[config.mk]
export PLATFORM = sky130hd
export DESIGN_NAME = tnrt_table
export DESIGN_NICKNAME = d
export VERILOG_FILES = /design/src/hdl/tnrt_pkg.sv /design/src/hdl/tnrt_table.sv
export VERILOG_INCLUDE_DIRS = /design/src /design/src/hdl
export SDC_FILE = /design/constraint.sdc
export NUM_CORES = 2
export LEC_CHECK = 0
export ABC_AREA = 1
export BUFFER_PORTS_ARGS = -buffer_cell sky130_fd_sc_hd__buf_2
export CORE_AREA = 3 3 372 374
export CTS_CLUSTER_SIZE = 8
export DETAILED_ROUTE_END_ITERATION = 10
export DIE_AREA = 0 0 375 377
export GPL_ROUTABILITY_DRIVEN = 0
export PLACE_DENSITY = 0.61
export SLEW_MARGIN = 20
export SYNTH_ARGS = -nofsm -noshare
export SYNTH_HDL_FRONTEND = slang
export SYNTH_SLANG_ARGS = --single-unit
[constraint.sdc]
create_clock -name clk -period 3.3 [get_ports clk]
set_input_delay 0.66 -clock clk [delete_from_list [all_inputs] [get_ports clk]]
set_output_delay 0.66 -clock clk [all_outputs]
set_load 0.01 [all_outputs]
[src/hdl/task_name_registry_table_macros.svh]
// ----------------------------------------------------------------------------
// Task name registry table - assertion macros
// Shared concurrent assertion forms on clk / rst_n.
// ----------------------------------------------------------------------------
`ifndef TASK_NAME_REGISTRY_TABLE_MACROS_SVH
`define TASK_NAME_REGISTRY_TABLE_MACROS_SVH

// check outside of reset
`define TNRT_ASSERT(lbl, prop, msg) \
    lbl: assert property (@(posedge clk) disable iff (!rst_n) prop) else $error(msg);

// check at every edge, reset included
`define TNRT_ASSERT_ALWAYS(lbl, prop, msg) \
    lbl: assert property (@(posedge clk) prop) else $error(msg);

`endif

[src/hdl/tnrt_pkg.sv]
// ----------------------------------------------------------------------------
// Task name registry table - package
// Widths, request and status codes, and control groups shared by the block.
// ----------------------------------------------------------------------------
package tnrt_pkg;

    localparam int OPCODE_W        = 2;
    localparam int NAME_W          = 64;
    localparam int ID_W            = 16;
    localparam int STATUS_W        = 3;
    localparam int TABLE_ENTRIES_D = 16;
    localparam int NAME_BYTES_D    = 8;

    typedef enum logic [OPCODE_W-1:0] {
        OP_GET        = 2'd0,
        OP_REGISTER   = 2'd1,
        OP_UNREGISTER = 2'd2,
        OP_INVALID    = 2'd3
    } tnrt_opcode_t;

    typedef enum logic [STATUS_W-1:0] {
        ST_OK           = 3'd0,
        ST_BAD_PARAM    = 3'd1,
        ST_NOT_REG      = 3'd2,
        ST_NAME_TAKEN   = 3'd3,
        ST_TABLE_FULL   = 3'd4,
        ST_UNAUTHORIZED = 3'd5
    } tnrt_status_t;

    typedef struct packed {
        logic rename;
        logic alloc;
        logic clear;
    } tnrt_wr_cmd_t;

    typedef struct packed {
        logic name_hit;
        logic owner_hit;
        logic free_hit;
    } tnrt_hit_t;

endpackage

[src/hdl/tnrt_table.sv]
// ----------------------------------------------------------------------------
// Task name registry table - entry store
// Holds the entries, matches name, owner and free slots in parallel and
// applies one row update per cycle.
// ----------------------------------------------------------------------------
`include "task_name_registry_table_macros.svh"

module tnrt_table
    import tnrt_pkg::*;
#(
    parameter int TABLE_ENTRIES = TABLE_ENTRIES_D,
    parameter int LABEL_W       = NAME_BYTES_D * 8
) (
    input  logic                     clk,
    input  logic                     rst_n,
    input  logic [LABEL_W-1:0]       name,
    input  logic [ID_W-1:0]          caller,
    input  logic [TABLE_ENTRIES-1:0] wr_sel,
    input  tnrt_wr_cmd_t             wr_cmd,
    output tnrt_hit_t                hits,
    output logic [ID_W-1:0]          name_owner,
    output logic [TABLE_ENTRIES-1:0] name_sel,
    output logic [TABLE_ENTRIES-1:0] owner_sel,
    output logic [TABLE_ENTRIES-1:0] free_sel
);

    logic [TABLE_ENTRIES-1:0] valid_reg;
    logic [TABLE_ENTRIES-1:0] valid_next;
    logic [ID_W-1:0]          owner_reg [TABLE_ENTRIES];
    logic [ID_W-1:0]          owner_next [TABLE_ENTRIES];
    logic [LABEL_W-1:0]       label_reg [TABLE_ENTRIES];
    logic [LABEL_W-1:0]       label_next [TABLE_ENTRIES];

    logic [TABLE_ENTRIES-1:0] name_match;
    logic [TABLE_ENTRIES-1:0] owner_match;
    logic [TABLE_ENTRIES-1:0] free_match;

    always_comb
    begin
        for (int i = 0; i < TABLE_ENTRIES; i++)
        begin
            name_match[i]  = valid_reg[i] && (label_reg[i] == name);
            owner_match[i] = valid_reg[i] && (owner_reg[i] == caller);
            free_match[i]  = !valid_reg[i];
        end
    end

    // isolate lowest set bit
    assign name_sel  = name_match  & (~name_match  + TABLE_ENTRIES'(1));
    assign owner_sel = owner_match & (~owner_match + TABLE_ENTRIES'(1));
    assign free_sel  = free_match  & (~free_match  + TABLE_ENTRIES'(1));

    assign hits.name_hit  = |name_match;
    assign hits.owner_hit = |owner_match;
    assign hits.free_hit  = |free_match;

    always_comb
    begin
        name_owner = '0;
        for (int i = 0; i < TABLE_ENTRIES; i++)
        begin
            name_owner = name_owner | (owner_reg[i] & {ID_W{name_sel[i]}});
        end
    end

    always_comb
    begin
        for (int i = 0; i < TABLE_ENTRIES; i++)
        begin
            valid_next[i] = valid_reg[i];
            owner_next[i] = owner_reg[i];
            label_next[i] = label_reg[i];
            if (wr_sel[i])
            begin
                if (wr_cmd.clear)
                begin
                    valid_next[i] = 1'b0;
                end
                if (wr_cmd.alloc)
                begin
                    valid_next[i] = 1'b1;
                    owner_next[i] = caller;
                end
                if (wr_cmd.alloc || wr_cmd.rename)
                begin
                    label_next[i] = name;
                end
            end
        end
    end

    always_ff @(posedge clk or negedge rst_n)
    begin
        if (!rst_n)
        begin
            valid_reg <= '0;
        end
        else
        begin
            valid_reg <= valid_next;
        end
    end

    always_ff @(posedge clk)
    begin
        for (int i = 0; i < TABLE_ENTRIES; i++)
        begin
            owner_reg[i] <= owner_next[i];
            label_reg[i] <= label_next[i];
        end
    end

    `TNRT_ASSERT(a_name_sel_onehot, $onehot0(name_sel), "name select not one-hot")
    `TNRT_ASSERT(a_alloc_sets_valid, (|(wr_sel & free_sel)) && wr_cmd.alloc |=> (valid_reg != $past(valid_reg)), "allocation did not take a free entry")
    `TNRT_ASSERT(a_clear_drops_valid, (|wr_sel) && wr_cmd.clear |=> ($countones(valid_reg) + 1 == $countones($past(valid_reg))), "unregister did not free exactly one entry")

endmodule

==> qor.yml <==
slew_headroom_pct: 25.4
num-fill-cells: 11028
power_density_nw_per_um2: 554
overflow: 0
setup_slack_ns: -1.08
worstSkewPairLatency_ns: 0.82
avgViaCountPerCell: 5.98
initial_core_util_pct: 44.9
ys_types: 51
drc: 0
finalSetupViolations: 56
critPathKind: "in -> out"
netlist_instances: 5815
synth_top_area_share_pct: 63.3
async_flop_share_pct: 1.23
hold_ws_ns: 0.0725
clkTransAtPathRegs_ns: 0.05
ant_nets: 0
crit_required_ns: 2.64
ys_ff_latch: 1296
synth_area_um2: 60700
hold_class: "in -> reg"
fmax_ghz: 0.228
dieArea_um2: 141000
fin_crit_ns: 4.38
multiInputGateArea_um2: 20000
placeableCoreArea_um2: 135000
synth_ff_type: "edfxtp_1"
stdcell_area_um2: 78300
cp-end-kind: "output port"
die_w_um: 375
place_ws_ns: -1.43
yosysSeqAreaShare_pct: 64.0
p_leak_nw: 31.6
grt_pass1_wl_um: 360000
drt_iter0_markers: 8549
port_buffers: 167
period_share_pct: 133
layout-drive-gt1-share_pct: 25.2
clock-sinks: 1296
cp.arrival_ns: 3.72
dp_hpwl_um: 190000
nNetsFinal: 6964
final_cells: 8718
regArea_um2: 38800
avgSynthCellArea_um2: 10.4
whs_path_depth: 3
syn_to_final_growth_pct: 29.0
rsz0062_at_grt: "true"
clock-skew-final_ns: 0
place_area_um2: 70700
synth_enable_flop_cells: 1280
cts_max_level: 4
start_kind: "input port"
ff2ff_path_depth: 5
placed_cells: 8406
synth_common_cells: "1,543 x nand2_1, 1,280 x edfxtp_1, 671 x nor2_1, 441 x inv_1, 404 x o21ai_0"
grt_pass1_vias: 48865
yosys-top-cells-area: "edfxtp_1 63%, nand2_1 9.5%, nor2_1 4.1%, o21ai_0 3.3%, xnor2_1 3.1%"
largest_reg_flops: 1024
violations: "setup timing"
vias: 52124
grt_max_degree: 65
rows: 135
root_buffer: "clkbuf_16"
synth_area_leader_cell: "edfxtp_1"
post-synth-top-count-cell: "nand2_1"
ios: 168
ys.warnings.count: 0
tightest_slew_ns: 1.12
cts_made_buffers: 180
hold_viol: 0
vdd_drop_max_mv: 0.413
die_y_um: 377
antenna_found_initial: 20
grt_usage_pct: 36.2
cts.path.max_buffers: 3
maxCapViolations: 0
finalWirelength_um: 261000
slew_violations: 0
synth_nets: 5916
cp_max_fo: 17
status: "complete, but fails checks"
dr.pass1.iters: 10
avgRoutedWirePerCell_um: 30.0
cts_tree: "yes"
==> metrics by stage <==
step	util (%)	setup TNS, ns	power (W)
floorplan	-	-357.21	0.0230
global placement	52.3	-40.23	0.0260
detailed placement	52.3	-39.85	0.0261
CTS	57.2	-36.80	0.0431
global route	57.9	-40.46	0.0444
finish	57.9	-35.19	0.0434
==> cell type report <==
cell class | count | area share, %
diodes | 11 | 0.0351
clock buffers | 229 | 5.99
clock inverters | 16 | 0.451
inverters | 502 | 2.49
multi-input cells | 3792 | 25.6
flip-flops and latches | 1296 | 49.6
well taps | 1781 | 2.85
repair buffers | 1091 | 13.0
==> power by group <==
part	internal, W	total (W)	switching (W)	leakage [nW]
registers	0.0197	0.0205	0.000793	12.4
clock network	0.00996	0.0172	0.00723	2.42
logic	0.00201	0.00567	0.00366	16.7
total	0.0317	0.0434	0.0117	31.6
==> final timing paths <==
kind                                    start        endpoint  slack [ns]
min in group asynchronous               rst_n   valid_reg[10]        0.37
worst max-delay path                 name[20]  name_owner[13]       -1.08
worst min register to register  valid_reg[14]   valid_reg[14]        0.65
worst max register to register   valid_reg[2]    valid_reg[2]        2.25
worst min-delay path                wr_sel[2]    valid_reg[2]        0.07
max in group asynchronous               rst_n    valid_reg[1]        2.48
==> worst max-delay path, cell delays in order <==
cell	delay [ns]
buf_2	0.19
inv_2	0.22
buf_4	0.23
nand2_1	0.05
nand2_1	0.06
nor2_2	0.21
nand2_1	0.13
nor2_1	0.11
nand2_1	0.07
nor2_2	0.17
nand3_2	0.15
nand2_4	0.14
nor2_8	0.08
buf_12	0.16
nand4_4	0.07
buf_12	0.15
nor2_4	0.05
buf_12	0.15
nand2_1	0.08
nand2_2	0.08
nor2_4	0.14
nand3_1	0.15
buf_2	0.17
==> what timing repair did <==
item | 4_1_cts | 5_1_grt
hold buffers | 1 | 0
gates cloned | 5 | 2
gates resized for setup | 313 | 210
setup endpoints to repair | 57 | 58
pin swaps | 109 | 101
setup buffers | 41 | 26
endpoints found under the hold margin | 16 | 0
==> routing by layer <==
layer	vias up	wire length, um	track usage [%]
li1	21885	-	-
met1	24899	92600	48.0
met2	4428	108000	51.6
met3	906	40600	11.3
met4	6	19800	22.5
met5	-	40	0
==> placed cells by master, fill, tap and decap left out, types with 98 or more instances in the layout <==
cell type / instances
buf_12: 154
buf_2: 127
buf_4: 721
clkbuf_16: 181
edfxtp_1: 1280
inv_1: 416
nand2_1: 1492
nand3_1: 174
nor2_1: 530
o21ai_0: 393
o21ai_1: 98
o22ai_1: 127
xnor2_1: 214
xor2_1: 128
==> cell families after synthesis <==
kind of cell	count (synthesis)	synth area share, %
flip-flops	1296	64.0
buffers and inverters	730	5.59
AND/OR/NAND/NOR	2703	18.5
XOR/XNOR	343	4.95
AO/OA/AOI/OAI	743	6.97
Note: power is estimated with default switching activity, not from simulation.
